<file path="src/sv/sld_pkg.sv">
// Shared package for the sync/length/checksum deframer.
// Holds frame constants, field widths, the parser state type and the
// controller-to-datapath command and status structures. No dependencies.
package sld_pkg;

    localparam int MAX_PAYLOAD_DEF = 64;

    localparam int BYTE_W          = 8;
    localparam int PAYLOAD_LEN_W   = 7;
    localparam int PAYLOAD_INDEX_W = 6;

    localparam logic [BYTE_W-1:0] SYNC_A_BYTE = 8'h53;
    localparam logic [BYTE_W-1:0] SYNC_B_BYTE = 8'h59;
    localparam logic [BYTE_W-1:0] TAIL_A_BYTE = 8'h54;
    localparam logic [BYTE_W-1:0] TAIL_B_BYTE = 8'h43;

    typedef enum logic [3:0] {
        ST_SYNC_A,
        ST_SYNC_B,
        ST_CTRL,
        ST_CMD,
        ST_LEN_HI,
        ST_LEN_LO,
        ST_PAYLOAD,
        ST_SUM,
        ST_TAIL_A,
        ST_TAIL_B,
        ST_READ,
        ST_OUT
    } state_t;

    // Commands from the controller to the datapath.
    typedef struct packed {
        logic sum_set;
        logic sum_add;
        logic sum_clr;
        logic load_ctrl;
        logic load_cmd;
        logic load_len_hi;
        logic load_len_lo;
        logic clr_count;
        logic wr_payload;
        logic rd_load;
        logic step_count;
    } ctrl_cmd_t;

    // Status from the datapath to the controller.
    typedef struct packed {
        logic is_sync_a;
        logic is_sync_b;
        logic is_tail_a;
        logic is_tail_b;
        logic sum_match;
        logic len_zero;
        logic len_too_long;
        logic payload_done;
        logic out_last;
    } dp_status_t;

endpackage

</file>
<file path="src/sv/sld_ctrl.sv">
// Controller state machine of the deframer: walks the frame fields,
// steers the datapath by commands and sequences the result run.
// Depends on sld_pkg.
module sld_ctrl (
    input  logic                  clk,
    input  logic                  rst_n,
    input  logic                  in_valid,
    input  logic                  out_stall,
    input  sld_pkg::dp_status_t   status,
    output sld_pkg::ctrl_cmd_t    cmd,
    output logic                  in_stall,
    output logic                  out_valid
);
    import sld_pkg::*;

    state_t state_reg;
    state_t state_next;
    logic   in_acc;

    always_ff @(posedge clk or negedge rst_n)
    begin
        if (!rst_n)
        begin
            state_reg <= ST_SYNC_A;
        end
        else
        begin
            state_reg <= state_next;
        end
    end

    always_comb
    begin
        in_stall   = (state_reg == ST_READ) || (state_reg == ST_OUT);
        out_valid  = (state_reg == ST_OUT);
        in_acc     = in_valid && !in_stall;
        cmd        = '0;
        state_next = state_reg;
        case (state_reg)
            ST_SYNC_A:
            begin
                if (in_acc && status.is_sync_a)
                begin
                    cmd.sum_set = 1'b1;
                    state_next  = ST_SYNC_B;
                end
            end
            ST_SYNC_B:
            begin
                if (in_acc)
                begin
                    if (status.is_sync_b)
                    begin
                        cmd.sum_add = 1'b1;
                        state_next  = ST_CTRL;
                    end
                    else
                    begin
                        cmd.sum_clr = 1'b1;
                        state_next  = ST_SYNC_A;
                    end
                end
            end
            ST_CTRL:
            begin
                if (in_acc)
                begin
                    cmd.load_ctrl = 1'b1;
                    cmd.sum_add   = 1'b1;
                    state_next    = ST_CMD;
                end
            end
            ST_CMD:
            begin
                if (in_acc)
                begin
                    cmd.load_cmd = 1'b1;
                    cmd.sum_add  = 1'b1;
                    state_next   = ST_LEN_HI;
                end
            end
            ST_LEN_HI:
            begin
                if (in_acc)
                begin
                    cmd.load_len_hi = 1'b1;
                    cmd.sum_add     = 1'b1;
                    state_next      = ST_LEN_LO;
                end
            end
            ST_LEN_LO:
            begin
                if (in_acc)
                begin
                    cmd.load_len_lo = 1'b1;
                    cmd.sum_add     = 1'b1;
                    cmd.clr_count   = 1'b1;
                    if (status.len_zero)
                    begin
                        state_next = ST_SUM;
                    end
                    else if (status.len_too_long)
                    begin
                        state_next = ST_SYNC_A;
                    end
                    else
                    begin
                        state_next = ST_PAYLOAD;
                    end
                end
            end
            ST_PAYLOAD:
            begin
                if (in_acc)
                begin
                    cmd.wr_payload = 1'b1;
                    cmd.sum_add    = 1'b1;
                    if (status.payload_done)
                    begin
                        state_next = ST_SUM;
                    end
                end
            end
            ST_SUM:
            begin
                if (in_acc)
                begin
                    state_next = status.sum_match ? ST_TAIL_A : ST_SYNC_A;
                end
            end
            ST_TAIL_A:
            begin
                if (in_acc)
                begin
                    state_next = status.is_tail_a ? ST_TAIL_B : ST_SYNC_A;
                end
            end
            ST_TAIL_B:
            begin
                if (in_acc)
                begin
                    if (status.is_tail_b)
                    begin
                        cmd.clr_count = 1'b1;
                        state_next    = ST_READ;
                    end
                    else
                    begin
                        state_next = ST_SYNC_A;
                    end
                end
            end
            ST_READ:
            begin
                cmd.rd_load = 1'b1;
                state_next  = ST_OUT;
            end
            ST_OUT:
            begin
                if (!out_stall)
                begin
                    if (status.out_last)
                    begin
                        state_next = ST_SYNC_A;
                    end
                    else
                    begin
                        cmd.step_count = 1'b1;
                        state_next     = ST_READ;
                    end
                end
            end
            default:
            begin
                state_next = ST_SYNC_A;
            end
        endcase
    end

endmodule

</file>
<file path="src/sv/sld_dp.sv">
// Datapath of the deframer: held header fields, running checksum, byte
// counter, payload memory and the result registers.
// Depends on sld_pkg.
module sld_dp #(
    parameter int MAX_PAYLOAD = sld_pkg::MAX_PAYLOAD_DEF
) (
    input  logic                                  clk,
    input  logic                                  rst_n,
    input  logic [sld_pkg::BYTE_W-1:0]            rx_byte,
    input  sld_pkg::ctrl_cmd_t                    cmd,
    output sld_pkg::dp_status_t                   status,
    output logic [sld_pkg::BYTE_W-1:0]            frame_control,
    output logic [sld_pkg::BYTE_W-1:0]            frame_command,
    output logic [sld_pkg::PAYLOAD_LEN_W-1:0]     payload_length,
    output logic                                  has_payload,
    output logic [sld_pkg::PAYLOAD_INDEX_W-1:0]   payload_index,
    output logic [sld_pkg::BYTE_W-1:0]            payload_byte,
    output logic                                  last
);
    import sld_pkg::*;

    localparam int CNT_W = $clog2(MAX_PAYLOAD + 1);
    localparam int IDX_W = (MAX_PAYLOAD > 1) ? $clog2(MAX_PAYLOAD) : 1;

    logic [BYTE_W-1:0] ctrl_reg;
    logic [BYTE_W-1:0] cmd_reg;
    logic [BYTE_W-1:0] len_hi_reg;
    logic [CNT_W-1:0]  len_reg;
    logic [CNT_W-1:0]  count_reg;
    logic [BYTE_W-1:0] sum_reg;

    logic [BYTE_W-1:0] mem [0:MAX_PAYLOAD-1];
    logic [BYTE_W-1:0] rd_data_reg;
    logic [CNT_W-1:0]  out_index_reg;
    logic              out_has_reg;
    logic              out_last_reg;

    logic [CNT_W:0]    count_inc;
    logic              len_zero_held;

    assign count_inc     = {1'b0, count_reg} + {{CNT_W{1'b0}}, 1'b1};
    assign len_zero_held = (len_reg == '0);

    always_comb
    begin
        status.is_sync_a    = (rx_byte == SYNC_A_BYTE);
        status.is_sync_b    = (rx_byte == SYNC_B_BYTE);
        status.is_tail_a    = (rx_byte == TAIL_A_BYTE);
        status.is_tail_b    = (rx_byte == TAIL_B_BYTE);
        status.sum_match    = (rx_byte == sum_reg);
        status.len_zero     = (len_hi_reg == '0) && (rx_byte == '0);
        status.len_too_long = (len_hi_reg != '0) || (rx_byte > BYTE_W'(MAX_PAYLOAD));
        status.payload_done = (count_inc == {1'b0, len_reg});
        status.out_last     = out_last_reg;
    end

    always_ff @(posedge clk or negedge rst_n)
    begin
        if (!rst_n)
        begin
            sum_reg    <= '0;
            count_reg  <= '0;
            ctrl_reg   <= '0;
            cmd_reg    <= '0;
            len_hi_reg <= '0;
            len_reg    <= '0;
        end
        else
        begin
            if (cmd.sum_set)
            begin
                sum_reg <= rx_byte;
            end
            else if (cmd.sum_add)
            begin
                sum_reg <= sum_reg + rx_byte;
            end
            else if (cmd.sum_clr)
            begin
                sum_reg <= '0;
            end

            if (cmd.clr_count)
            begin
                count_reg <= '0;
            end
            else if (cmd.wr_payload || cmd.step_count)
            begin
                count_reg <= count_inc[CNT_W-1:0];
            end

            if (cmd.load_ctrl)
            begin
                ctrl_reg <= rx_byte;
            end
            if (cmd.load_cmd)
            begin
                cmd_reg <= rx_byte;
            end
            if (cmd.load_len_hi)
            begin
                len_hi_reg <= rx_byte;
            end
            if (cmd.load_len_lo)
            begin
                len_reg <= rx_byte[CNT_W-1:0];
            end
        end
    end

    // Payload memory: one write port, one registered read port.
    always_ff @(posedge clk)
    begin
        if (cmd.wr_payload)
        begin
            mem[count_reg[IDX_W-1:0]] <= rx_byte;
        end
    end

    always_ff @(posedge clk)
    begin
        if (cmd.rd_load)
        begin
            rd_data_reg   <= mem[count_reg[IDX_W-1:0]];
            out_index_reg <= count_reg;
            out_has_reg   <= !len_zero_held;
            out_last_reg  <= len_zero_held || (count_inc == {1'b0, len_reg});
        end
    end

    assign frame_control  = ctrl_reg;
    assign frame_command  = cmd_reg;
    assign payload_length = PAYLOAD_LEN_W'(len_reg);
    assign has_payload    = out_has_reg;
    assign payload_index  = PAYLOAD_INDEX_W'(out_index_reg);
    assign payload_byte   = out_has_reg ? rd_data_reg : '0;
    assign last           = out_last_reg;

endmodule

</file>
<file path="src/sv/sync_length_checksum_deframer_top.sv">
// Top level of the sync/length/checksum deframer.
// Instantiates the controller (sld_ctrl) and the datapath (sld_dp); uses sld_pkg.
//
// The block takes one received byte per request and parses frames of the form
// 0x53 0x59, control, command, 16-bit big-endian length, payload, an 8-bit
// additive checksum over all earlier bytes of the frame, then 0x54 0x43.
// While a frame is being parsed one byte is taken in every clock cycle in
// which in_valid is high. A frame whose length exceeds MAX_PAYLOAD, whose
// checksum is wrong or whose tail is wrong is dropped without notice, and the
// parser resumes hunting for the first sync byte; the byte that failed is not
// looked at again. When the last tail byte of a good frame arrives, the block
// delivers one result request per payload byte (or a single result with
// has_payload low for an empty frame), each carrying control, command and
// length, with last high on the final one. During that run in_stall is held
// high. Each result passes through the registered read of the payload memory
// and then the output register, where it waits while the consumer holds
// out_stall; the next byte is taken only once the run is over. The payload
// memory holds MAX_PAYLOAD bytes and needs no clearing after reset, as a frame
// only delivers entries it has just written.
module sync_length_checksum_deframer_top #(
    parameter int MAX_PAYLOAD = sld_pkg::MAX_PAYLOAD_DEF
) (
    input  logic                                  clk,
    input  logic                                  rst_n,
    input  logic                                  in_valid,
    output logic                                  in_stall,
    input  logic [sld_pkg::BYTE_W-1:0]            rx_byte,
    output logic                                  out_valid,
    input  logic                                  out_stall,
    output logic [sld_pkg::BYTE_W-1:0]            frame_control,
    output logic [sld_pkg::BYTE_W-1:0]            frame_command,
    output logic [sld_pkg::PAYLOAD_LEN_W-1:0]     payload_length,
    output logic                                  has_payload,
    output logic [sld_pkg::PAYLOAD_INDEX_W-1:0]   payload_index,
    output logic [sld_pkg::BYTE_W-1:0]            payload_byte,
    output logic                                  last
);
    import sld_pkg::*;

    ctrl_cmd_t  cmd;
    dp_status_t status;

    // The controller owns the handshakes; the datapath sees only commands and the received byte.
    sld_ctrl u_ctrl (
        .clk       (clk),
        .rst_n     (rst_n),
        .in_valid  (in_valid),
        .out_stall (out_stall),
        .status    (status),
        .cmd       (cmd),
        .in_stall  (in_stall),
        .out_valid (out_valid)
    );

    sld_dp #(
        .MAX_PAYLOAD (MAX_PAYLOAD)
    ) u_dp (
        .clk            (clk),
        .rst_n          (rst_n),
        .rx_byte        (rx_byte),
        .cmd            (cmd),
        .status         (status),
        .frame_control  (frame_control),
        .frame_command  (frame_command),
        .payload_length (payload_length),
        .has_payload    (has_payload),
        .payload_index  (payload_index),
        .payload_byte   (payload_byte),
        .last           (last)
    );

endmodule

</file>
<file path="config.mk">
export PLATFORM = sky130hd
export DESIGN_NAME = sync_length_checksum_deframer_top
export DESIGN_NICKNAME = d
export VERILOG_FILES = /design/src/sv/sld_pkg.sv /design/src/sv/sld_ctrl.sv /design/src/sv/sld_dp.sv /design/src/sv/sync_length_checksum_deframer_top.sv
export SDC_FILE = /design/constraint.sdc
export NUM_CORES = 1
export LEC_CHECK = 0
export ABC_AREA = 1
export BUFFER_PORTS_ARGS = -buffer_cell sky130_fd_sc_hd__buf_2
export CORE_ASPECT_RATIO = 1.25
export CORE_MARGIN = 10
export CORE_UTILIZATION = 43
export DETAILED_ROUTE_END_ITERATION = 16
export GPL_ROUTABILITY_DRIVEN = 1
export HOLD_SLACK_MARGIN = 0.05
export SLEW_MARGIN = 40
export SYNTH_ARGS = -nofsm -noshare
export SYNTH_HDL_FRONTEND = slang
export SYNTH_HIERARCHICAL = 1
export SYNTH_SLANG_ARGS = --single-unit
</file>
<file path="constraint.sdc">
create_clock -name clk -period 3.35 [get_ports clk]
set_clock_uncertainty 0.05 [all_clocks]
set_input_delay 0.1675 -clock clk [delete_from_list [all_inputs] [get_ports clk]]
set_output_delay 0.1675 -clock clk [all_outputs]
set_load 0.01 [all_outputs]
</file>
==> results of run 1 <==
==> layout make-up <==
| class | instances | area (µm²) | area share |
|---|---|---|---|
| multi-input combinational | 1804 | 7260 | 0.253 |
| inverter | 90 | 345 | 0.0120 |
| sequential | 578 | 17100 | 0.597 |
| timing repair buffer | 176 | 1270 | 0.0442 |
| tap | 757 | 947 | 0.0330 |
| clock buffer | 76 | 1480 | 0.0515 |
| clock inverter | 27 | 248 | 0.00864 |
==> power by group through the flow <==
stage / logic (mW) / clock network [mW] / registers [mW]
after detailed placement: 7.10 / 0 / 8.70
after CTS: 7.15 / 6.17 / 8.55
after global placement: 7.06 / 0 / 8.68
after floorplan: 5.15 / 0 / 8.50
after global routing: 8.11 / 6.46 / 8.56
final: 7.20 / 6.05 / 8.53
==> cells by family after synthesis <==
| kind of cell | Yosys count | synth area share |
|---|---|---|
| AO/OA/AOI/OAI | 79 | 0.0178 |
| multiplexers | 3 | 0.00133 |
| AND/OR/NAND/NOR | 1711 | 0.262 |
| XOR/XNOR | 2 | 0.000692 |
| adder cells (fa/ha/maj) | 9 | 0.00475 |
| buffers and inverters | 199 | 0.0375 |
| flip-flops | 578 | 0.676 |
==> cells in the final DEF, fill, tap and decap left out, types with 5 or more instances in the layout <==
cell / synthesis / routed
nor3_2: 4 / 5
clkbuf_16: 0 / 56
edfxtp_1: 528 / 528
o21ai_0: 22 / 22
dlygate4sd3_1: 0 / 10
nor2_2: 6 / 7
a21oi_1: 27 / 27
o211ai_1: 7 / 7
clkinv_2: 0 / 7
nor4_1: 8 / 8
clkinv_1: 0 / 10
dfrtp_1: 50 / 47
o22ai_1: 7 / 7
nand3_1: 45 / 45
nor2_1: 138 / 137
ha_1: 8 / 8
nor3_1: 9 / 8
inv_2: 8 / 8
buf_4: 26 / 110
nand2_2: 6 / 6
buf_2: 53 / 51
clkbuf_1: 18 / 20
nand2_1: 1477 / 1477
nand4_1: 6 / 6
inv_1: 82 / 80
o21ai_1: 5 / 5
==> layer usage <==
metal	GRT usage	vias up	part of all wire
met4	0.0636	0	0.030
met5	0	-	0
met3	0.0270	115	0.052
met2	0.336	568	0.50
met1	0.250	8650	0.42
li1	-	8606	-
==> repair_timing <==
action	4_1_cts	5_1_grt
endpoints found under the hold margin	76	32
setup buffers	0	1
hold buffers	9	1
resized for setup	0	0
endpoints found under the setup margin	0	4
==> per-stage QoR <==
stage | util | total power, mW | area, µm² | instances | worst slack (ns)
after detailed placement | 0.460 | 15.8 | 26800 | 3394 | 0.637
after CTS | 0.491 | 21.9 | 28600 | 3506 | 0.183
final | 0.491 | 21.8 | 28700 | 3508 | 0.186
after global routing | 0.491 | 23.1 | 28700 | 3508 | 0.0116
after floorplan | - | 13.7 | 25300 | 2581 | 0.835
after global placement | 0.459 | 15.7 | 26800 | 3394 | 0.742
==> worst paths after layout <==
| check | depth (start not counted) | from | end |
|---|---|---|---|
| min reg2reg | 1 | u_dp/frame_command[4] | u_dp/frame_command[4] |
| max reg2reg | 15 | u_dp/count_reg[2] | u_ctrl/state_reg[0] |
| min in group asynchronous | 3 | rst_n | u_ctrl/state_reg[1] |
| max in group asynchronous | 4 | rst_n | u_dp/frame_command[4] |
| min | 4 | rx_byte[6] | u_dp/payload_length[6] |
| max | 15 | u_dp/count_reg[2] | u_ctrl/state_reg[0] |
==> worst register-to-register path: cells and delay by family (launching register included) <==
family          cells  cell delay (ns)
flops               1             0.50
compound gates      1             0.29
buf+inv             4             1.15
simple gates       10             1.06
==> results.txt, run 1 <==
The congestion estimate from routability-driven global placement came to 0.907. The number of hold violations in the final report was 0; the number of filler cells placed in the layout was 5,295. The switching portion of total power works out to 0.377. Clock network power share: 0.278. The tools report the depth of the CTS H-tree as 2. For the worst setup path, the data required time is 3.80 ns. Yosys mapped a number of flops with a built-in enable equal to 528.

Counting along the longest clock path gives a buffer depth of 3. Number of nets produced by synthesis: 2,602. In this design, the stage delay of the slowest critical-path cell is 0.69 ns.

The die extent in x was 237 µm. Data arrives at the worst endpoint at 3.61 ns. The area overhead of the layout relative to synthesis was 13.2%; the post-synthesis register bit count was 578. The type of the worst setup path is reg2reg. Setup repair after global routing left no endpoint under its margin. At the pin with the least slew margin, the transition time is 0.819 ns. The sequential fraction of design power is 0.392. Pin count of the biggest net entering global routing: 113. Summing over every cut layer, the via total after detailed routing is 17,900. Among cell families on the critical path, the largest total delay comes from buffers and inverters. Post-route clock period utilization: 0.945.

Ranked by instance count, the synthesized netlist is headed by nand2_1, edfxtp_1, nor2_1, inv_1, buf_2. The fraction of final layout cells sized beyond drive strength 1 is 0.103, and the number of global-route vias before repair is 17,700. The count of nets left with antenna violations once routing finished came out at 0. The first routing iteration left 1,723 violations. After clock tree synthesis, the clock-pin slew on the worst setup and hold paths is 0.07 ns.

The part of the power in combinational logic was 0.330; the maximum achievable frequency was 0.316 GHz. Synthesis instantiated 41 different standard cells from the library. The critical path's slowest cell is dlygate4sd3_1. The count of mapped cells out of synthesis came out at 2,581. The first TritonRoute pass finished after 7 iterations.

The post-route setup TNS was 0 ns. After detailed routing, the number of remaining DRC violations is 0. The reg2reg setup slack was 0.19 ns; the number of buffer and inverter instances along the worst setup path was 4. Walking the worst path, the cells encountered are buf_4, nand2_1, o21ai_0, nand2_1, nand2_1, nand4_1, nor2_1, inv_1, nand3_1, nand2_2, nor2_4, dlygate4sd3_1, inv_2, nand2_1, nand2_1. The first global-routing pass estimated 106,000 µm of wire.

The startpoint type of the worst setup path was a register. Fraction of synthesized cell area taken by the top area cell type: 0.626. For the worst slew margin relative to its limit, the log shows 0.454. The logs give 0.676 for the part of the Yosys area used for sequential elements and 0.196 for the overall global routing resource usage. For the worst-skew pair, the clock arrives at the later sink with an insertion delay of 0.62 ns. The effective utilization at floorplan is 0.434. For this design the total switching power over the nets is 8.20 mW.

The cell sitting at the root of the clock tree is a clkbuf_16. The logs give 0 for the count of pins over their slew limit and 43,100 µm for the placed wire-length estimate. The initial antenna violation count is 0. The tightest min-delay check is of the in2reg type. The final wirelength was 68,800 µm.

By instance count, the cell type seen most on the critical path is nand2_1. Area enclosed by the die boundary: 69,000 µm². Count of endpoints failing setup in the final report: 0. TritonCTS built the clock tree. At the end of the flow, the number of nets in the layout was 2,726. The count of buffers added on input and output ports is 52. In this run the cell area of the synthesized design comes to 25,300 µm². The yosys synthesis warning count is 6. The internal portion of the total power is 13.6 mW. 0 antenna diodes ended up in the layout. The cell type with the highest aggregate area in the netlist is edfxtp_1. VDD sags by at most 468 µV. Row count: 99. The leading cell type by number of instances after synthesis was nand2_1. A synthesized cell averages 9.81 µm². The clock buffer count from CTS is 55, and the critical-path maximum fanout is 18.

After floorplanning, the core was sized to cover 58,300 µm². Across all hold checks on the routed design, the worst slack comes to 0.0903 ns. After detailed routing, the number of vias per cell comes to 5.11.

The async set-or-reset flop fraction in the synthesized netlist was 0.0865. For this run, the leading register cell type out of synthesis is edfxtp_1. Sorting the synthesized cells by area gives the leading types as edfxtp_1, nand2_1, dfrtp_1. The number of top-level design ports was 53; the flip-flop count of the largest register, all copies and words added was 512. For this design, the sink count on the clock tree is 578. The die span in y was 291 µm; the leakage power figure was 12.3 nW. In this run the power density over the cells is 760 nW/µm². The minimum period implied by the final worst setup slack came out at 3.16 ns. Critical path endpoint category: a register. Detail-routed net length per standard cell: 19.6 µm. Max-cap violations in this run came to 0. The flow ran to the end, and the final reports show no timing, DRC or antenna violations. For this run the aggregate overflow at the end of global routing stands at 0.
(Power assumes the default switching activity.)
==> run 2: changes to the inputs <==
--- a/config.mk
+++ b/config.mk
@@ -7,7 +7,7 @@
 export LEC_CHECK = 0
 export ABC_AREA = 1
 export BUFFER_PORTS_ARGS = -buffer_cell sky130_fd_sc_hd__buf_2
-export CORE_ASPECT_RATIO = 1.25
+export CORE_ASPECT_RATIO = 1.1
 export CORE_MARGIN = 10
 export CORE_UTILIZATION = 43
 export DETAILED_ROUTE_END_ITERATION = 16
==> results.txt, run 2 (synthesis results as in run 1) <==
From synthesis to final layout, the design area changed by 14.3%. The clock insertion delay at the later pin of the skew report is 0.62 ns (about the same). For the number of global-route vias before repair, the log shows 17,600 (-0.068%).

The clock buffer count from CTS was 58 (+5.5%); the total overflow reported by the global router was 0 (unchanged). The flow ran to the end, and the final reports show no timing, DRC or antenna violations. The count of pins over their slew limit was 0 (unchanged); the maximum achievable frequency was 0.353 GHz (+12%). For the number of filler cells placed in the layout, the log shows 5,390 (+1.8%). CTS root buffer: clkbuf_16. The count of buffers inserted at the top-level ports was 52 (unchanged); the design internal power was 14.3 mW (+5.1%). For the total number of clock tree sinks, the log shows 578 (unchanged). The tools report the effective utilization at floorplan as 0.433 (-0.000530).

TritonCTS built the clock tree. Fraction of final layout cells sized beyond drive strength 1: 0.104 (+0.00178). The tools report the reg2reg setup slack as 0.52 ns (+0.33 ns). The sequential fraction of design power is 0.380 (-0.012), and the row count is 93 (-6.1%). The transition at the pin with the smallest max-transition slack is 0.874 ns (+0.0556 ns), and the number of nets in the finished design is 2,726 (unchanged). Clock tree buffer depth: 3 (unchanged). In the layout the commonest cells are nand2_1, edfxtp_1, nor2_1, buf_4, inv_1. The number of antenna cells inserted was 0 (unchanged); the leakage power figure was 12.4 nW (+1.1%).

The minimum period implied by the final worst setup slack was 2.83 ns (-0.332 ns); the count of endpoints failing setup in the final report was 0 (unchanged). The clock transition at the registers of the reported paths was 0.06 ns (about the same). The post-route clock period utilization works out to 0.845 (-0.0992). The worst hold path startpoint is u_dp/frame_control[4]. For the vias after detailed routing, the log shows 17,900 (-0.061%). The max-cap check violation count is 0 (unchanged), and the worst slew margin relative to its limit is 0.417 (-0.0371). The post-route setup TNS came out at 0 ns (unchanged).

In this run the critical register-to-register path is captured at u_dp/mem[47][0]. Number of DRC markers after the initial detailed-route iteration: 1,475 (-14%). The tools report the critical path endpoint category as a register. The tools report the net load switching power as 8.29 mW (+1.1%).

STA classifies the critical path startpoint as a register. The overall global routing resource usage was 0.194 (-0.00189); the critical path data required time was 3.54 ns (-0.26 ns). For the final weighted congestion in routability-driven placement, the log shows 0.878 (-3.2%). The clock network power share is 0.301 (+0.023). The kind of path behind the tightest hold check was reg2reg. The run gives 3,392 (-0.059%) as the cell count after placement. The flip-flop count of the largest register, all copies and words added was 512 (unchanged). The area enclosed by the die boundary was 69,000 µm² (about the same).

For the residual antenna-violating net count after detailed routing, the log shows 0 (unchanged). The critical path is of the reg2reg type. Setup repair after global routing left no endpoint under its margin. The first element of the critical path is u_dp/count_reg[2].

The worst hold path stage count came out at 1 (-3). The die extent in x was 251 µm (+6.0%). The count of non-filler cells in the finished layout was 3,512 (+0.11%). The die span in y is 274 µm (-5.8%), and the first-pass GRT wire length is 104,000 µm (-2.2%). The critical-path maximum fanout works out to 22 (+4). The endpoint arrival time on the critical path is 3.03 ns (-0.58 ns). Pin count of the biggest net entering global routing: 121 (+7.1%). The detail-routed net length per standard cell came out at 19.2 µm (-2.1%). The tools report the launching point of the worst reg2reg path as u_dp/count_reg[2].

The run gives 58,400 µm² (+0.12%) as the area of the placeable core. The worst-case reg-to-reg path depth works out to 4 (-11). The run gives 3 (+3) as the initial antenna violation count. The run gives 41,500 µm (-3.9%) as the placed wire-length estimate.

The switching portion of total power is 0.367 (-0.00912). The logs give 0 (unchanged) for the number of remaining DRC errors and 53 (unchanged) for the number of top-level design ports. For the count of TritonRoute iterations in the first routing pass, the log shows 5 (-2). For the maximum vdd drop, the log shows 666 µV (+43%). The leading cell type in the layout, fill and taps excluded is nand2_1.

For the part of the power in combinational logic, the log shows 0.319 (-0.011). The logs give 2 (unchanged) for the depth of the CTS H-tree and 67,500 µm (-2.0%) for the final wirelength. The number of hold violations in the final report is 0 (unchanged), and the ratio of routed vias to standard cells is 5.10 (-0.18%). The tools report the end point of the critical path as u_dp/mem[47][0].

The cell area power density was 780 nW/µm² (+2.6%).
[run 2: cell count changes in the layout (fill, tap and decap cells not counted), sizes merged]
| cell | change |
|---|---|
| buf | -5 |
| clkinvlp | -2 |
| clkinv | +4 |
| clkbuf | -5 |
| bufinv | +7 |
| dlygate4sd3 | +2 |
[run 2: area by class of cell]
| type | instances | area [µm²] | area share |
|---|---|---|---|
| flip-flops and latches | 578 | 17100 | 0.592 |
| multi-input cells | 1804 | 7260 | 0.251 |
| clock buffers | 71 | 1530 | 0.0529 |
| repair buffers | 173 | 1280 | 0.0442 |
| well taps | 760 | 951 | 0.0329 |
| clock inverters | 36 | 453 | 0.0157 |
| inverters | 90 | 345 | 0.0119 |
[run 2: how the worst min path moves through the flow]
stage / to
5_1_grt: u_dp/len_hi_reg[4]
4_1_cts: u_dp/payload_length[4]
3_3_place_gp: u_dp/frame_command[4]
2_1_floorplan: u_ctrl/state_reg[0]
3_5_place_dp: u_dp/frame_command[4]
6_report: u_dp/frame_control[4]
[run 2: power groups by stage]
stage	Clock, mW	Sequential [mW]	Combinational (mW)
after global placement	0	8.71	7.11
after floorplan	0	8.50	5.15
after CTS	6.91	8.58	7.19
final	6.80	8.57	7.19
after global routing	7.17	8.62	8.11
after detailed placement	0	8.72	7.14
[run 2: timing repair]
item / 4_1_cts / 5_1_grt
buffers inserted: 0 / 0
hold endpoints to repair: 101 / 0
gates resized for setup: 0 / 0
hold buffers: 13 / 0
[run 2: worst max-delay path: stages, from the launching register on]
cell and delay (ns):
dfrtp_2 0.70, nand2_2 0.24, nor2_1 0.29, nand2_1 0.48, nor2_1 0.68
[run 2: routing by layer]
layer	routed length [µm]	up-vias	global-route usage
met5	0	-	0
met2	31900	620	0.322
met4	2400	0	0.0740
met1	28800	8576	0.255
met3	4340	123	0.0268
li1	-	8609	-
[run 2: metrics by stage]
stage               hold WS (ns)  cell area, µm²  power [mW]  setup slack [ns]   util
global placement           0.276           26800        15.8             0.567  0.459
CTS                        0.444           28900        22.7             0.464  0.495
detailed placement         0.121           26800        15.9             0.496  0.459
global route               0.473           28900        23.9             0.284  0.495
floorplan                 -0.178           25300        13.7             0.835      -
finish                     0.454           28900        22.6             0.518  0.495
==> run 3: changes to the inputs <==
--- a/config.mk
+++ b/config.mk
@@ -5,7 +5,7 @@
 export SDC_FILE = /design/constraint.sdc
 export NUM_CORES = 1
 export LEC_CHECK = 0
-export ABC_AREA = 1
+export ABC_AREA = 0
 export BUFFER_PORTS_ARGS = -buffer_cell sky130_fd_sc_hd__buf_2
 export CORE_ASPECT_RATIO = 1.1
 export CORE_MARGIN = 10
==> constraint.sdc (replaced) <==
create_clock -name clk -period 2.9 [get_ports clk]
set_clock_uncertainty 0.05 [all_clocks]
set_input_delay 0.145 -clock clk [delete_from_list [all_inputs] [get_ports clk]]
set_output_delay 0.145 -clock clk [all_outputs]
set_load 0.01 [all_outputs]
==> results.txt, run 3 <==
The run finished with clean final reports. The run gives 0 ns (unchanged) as the post-route setup TNS. The run gives 53 (unchanged) as the number of top-level design ports.

The tools report the first-pass GRT wire length as 95,500 µm (-7.8%). The row count was 90 (-3.2%). The number of remaining DRC errors is 0 (unchanged), and the area overhead of the layout relative to synthesis is 17.0%.

The count of buffers inserted at the top-level ports works out to 52 (unchanged). The launching point of the worst reg2reg path was u_dp/count_reg[0]. The logs give 0.449 (+0.0314) for the worst slew margin relative to its limit and 578 (unchanged) for the total number of clock tree sinks. The maximum achievable frequency was 0.350 GHz (-1.0%).

The area of the placeable core came out at 54,600 µm² (-6.5%). The initial antenna violation count is 1 (-2), and the overall global routing resource usage is 0.197 (+0.00324). The signal on the critical path passes through buf_16, and2_1, buf_4, buf_4, a221oi_1, o21ai_0, a211oi_1, nand4_1.

The post-synthesis register bit count is 578 (unchanged). Sorting the synthesized cells by how often they occur yields edfxtp_1, nor2_1, mux2_2, mux4_2, nand2_1. The fraction of final layout cells sized beyond drive strength 1 was 0.276 (+0.172). The depth of the CTS H-tree was 2 (unchanged); the total overflow reported by the global router was 0 (unchanged).

The tools report the post-layout utilization of the core as 0.506 (+0.0106). The cell area power density was 634 nW/µm² (-19%); the part of the Yosys area used for sequential elements was 0.724 (+0.0484). The die extent in x was 243 µm (-3.1%); the count of mapped cells out of synthesis was 1,410 (-45%). The run gives 0 (unchanged) as the number of hold violations in the final report. Among all stages on the critical path, the largest delay is contributed by dfrtp_4.

The maximum vdd drop is 425 µV (-36%), and the maximum single-stage delay on the critical path is 0.53 ns (-0.17 ns). Setup repair after global routing could not meet its margin everywhere. The fraction of synthesized cell area taken by the top area cell type is 0.671 (+0.0448). For the count of TritonRoute iterations in the first routing pass, the log shows 5 (unchanged).

Clock transition at the registers of the reported paths: 0.06 ns (about the same). The run gives 1,630 (-40%) as the number of nets in the finished design. Placement-stage worst setup slack: -0.0491 ns (-0.545 ns). Leaving out fill and tap cells, the most frequent cells in the layout are edfxtp_1, buf_4, nor2_1, mux2_2. The number of nets produced by synthesis is 1,431 (-45%), and the number of enable-type register cells in the synthesized netlist is 528 (unchanged). edfxtp_1 takes more of the synthesized area than any other cell. The tools report the CTS root buffer as clkbuf_16. The final weighted congestion in routability-driven placement was 0.843 (-4.0%); the minimum period implied by the final worst setup slack was 2.86 ns (+0.0286 ns). The tools report the pin count of the biggest net entering global routing as 69 (-43%). TritonCTS built the clock tree.

By instance count, the cell type seen most on the critical path is buf_4. The clock tree buffer depth was 3 (unchanged). The transition at the pin with the smallest max-transition slack is 0.824 ns (-0.0501 ns).

The first element of the critical path is u_dp/count_reg[0]. The leading cell type by number of instances after synthesis is edfxtp_1. The yosys synthesis warning count was 6 (unchanged). The final worst-path setup slack is 0.0394 ns (-0.479 ns), and the count of endpoints failing setup in the final report is 0 (unchanged). Count of distinct cell types in the synthesized netlist: 73 (+78%). The cell count after placement came out at 2,275 (-33%). The async set-or-reset flop fraction in the synthesized netlist is 0.0865 (unchanged).

The tools report the critical path endpoint category as a register. The tools report the number of global-route vias before repair as 14,100 (-20%). The tools report the number of antenna cells inserted as 0 (unchanged). The worst hold path startpoint is rx_byte[7]. The ratio of routed vias to standard cells works out to 5.86 (+15%). The leading cell type in the layout, fill and taps excluded was edfxtp_1. The kind of path behind the tightest hold check is in2reg. The tools report the effective utilization at floorplan as 0.432 (-0.000816). After synthesis, the cell types taking the most area are edfxtp_1, mux4_2, dfrtp_1.

The run gives 3.16 ns (+0.13 ns) as the endpoint arrival time on the critical path. Post-synthesis average cell area: 16.8 µm² (+71%). Critical-path maximum fanout: 35 (+59%). The area enclosed by the die boundary was 64,700 µm² (-6.2%); the count of pins over their slew limit was 0 (unchanged). The post-route clock period utilization was 0.986 (+0.141); the max-cap check violation count was 0 (unchanged). The critical path data required time was 3.20 ns (-0.34 ns).

By startpoint and endpoint, the worst setup path is classified as reg2reg. For the leakage power figure, the log shows 9.38 nW (-25%). The number of DRC markers after the initial detailed-route iteration came out at 1,475 (unchanged). The run gives 14,000 (-22%) as the vias after detailed routing. The detail-routed net length per standard cell came out at 27.0 µm (+41%).

The residual antenna-violating net count after detailed routing came out at 0 (unchanged). The most used flip-flop cell after synthesis is edfxtp_1. The worst setup path is launched from a register.

Flip-flop count of the largest register, all copies and words added: 512 (unchanged). The tools report the placed wire-length estimate as 41,300 µm (-0.41%). The count of non-filler cells in the finished layout was 2,389 (-32%); the post-synth design cell area was 23,600 µm² (-6.7%). The die span in y was 266 µm (-3.1%); the clock insertion delay at the later pin of the skew report was 0.61 ns (about the same).

The logs give 57 (-1.7%) for the clock buffer count from CTS and 64,600 µm (-4.3%) for the final wirelength.
-- run 3: final timing paths --
kind	to	depth (start not counted)	slack (ns)
max	u_dp/rd_data_reg[3]	8	0.04
max reg2reg	u_dp/rd_data_reg[3]	8	0.04
min reg2reg	u_dp/frame_command[1]	1	0.45
min in group asynchronous	u_dp/frame_command[5]	3	0.52
min	u_dp/mem[50][7]	2	0.11
max in group asynchronous	u_dp/len_hi_reg[5]	4	1.67
-- run 3: final cells by class --
type	instances	area [µm²]
clock buffer	73	1490
clock inverter	30	238
fill	4529	27000
inverter	13	48.8
multi-input combinational	726	6070
sequential	578	17100
tap	736	921
timing repair buffer	233	1750
-- run 3: through the flow --
stage | area, µm² | hold WS, ns | total power [mW]
floorplan | 23600 | -0.201 | 10.1
global placement | 25700 | 0.194 | 10.7
detailed placement | 25800 | 0.201 | 10.7
CTS | 27600 | 0.0848 | 17.6
global route | 27600 | 0.118 | 18.1
finish | 27600 | 0.110 | 17.5
-- run 3: cell families (layout without fill, tap and decap cells) --
logic type,count (synthesis),in the layout,synth area share
AO/OA/AOI/OAI,246,246,0.0761
XOR/XNOR,17,17,0.00630
adder cells (fa/ha/maj),9,9,0.00509
buffers and inverters,106,349,0.0208
flip-flops,578,578,0.724
multiplexers,175,175,0.109
AND/OR/NAND/NOR,279,279,0.0580
-- run 3: report_power, final --
part           total [mW]  switching (mW)  internal [mW]
clock                6.95            3.07           3.88
combinational        1.39           0.871          0.514
sequential           9.19          0.0420           9.15
total                17.5            3.98           13.5
-- run 3: what timing repair did --
action / 4_1_cts / 5_1_grt
setup buffers: 0 / 0
endpoints found under the setup margin: 2 / 5
pin swaps: 0 / 1
hold buffers: 10 / 1
resized for setup: 1 / 7
endpoints found under the hold margin: 61 / 32
-- run 3: worst max-delay path, delay by kind of cell (launching register included) --
family / cells / cell delay (ns)
AOI/OAI and AO/OA: 3 / 0.89
buffers and inverters: 3 / 0.62
DFF: 1 / 0.53
and+or+nand+nor: 2 / 0.50
-- run 3: metal layers --
layer,global-route usage,part of all wire
met1,0.263,0.41
met2,0.319,0.48
met3,0.0346,0.074
met4,0.0723,0.032
met5,0,0
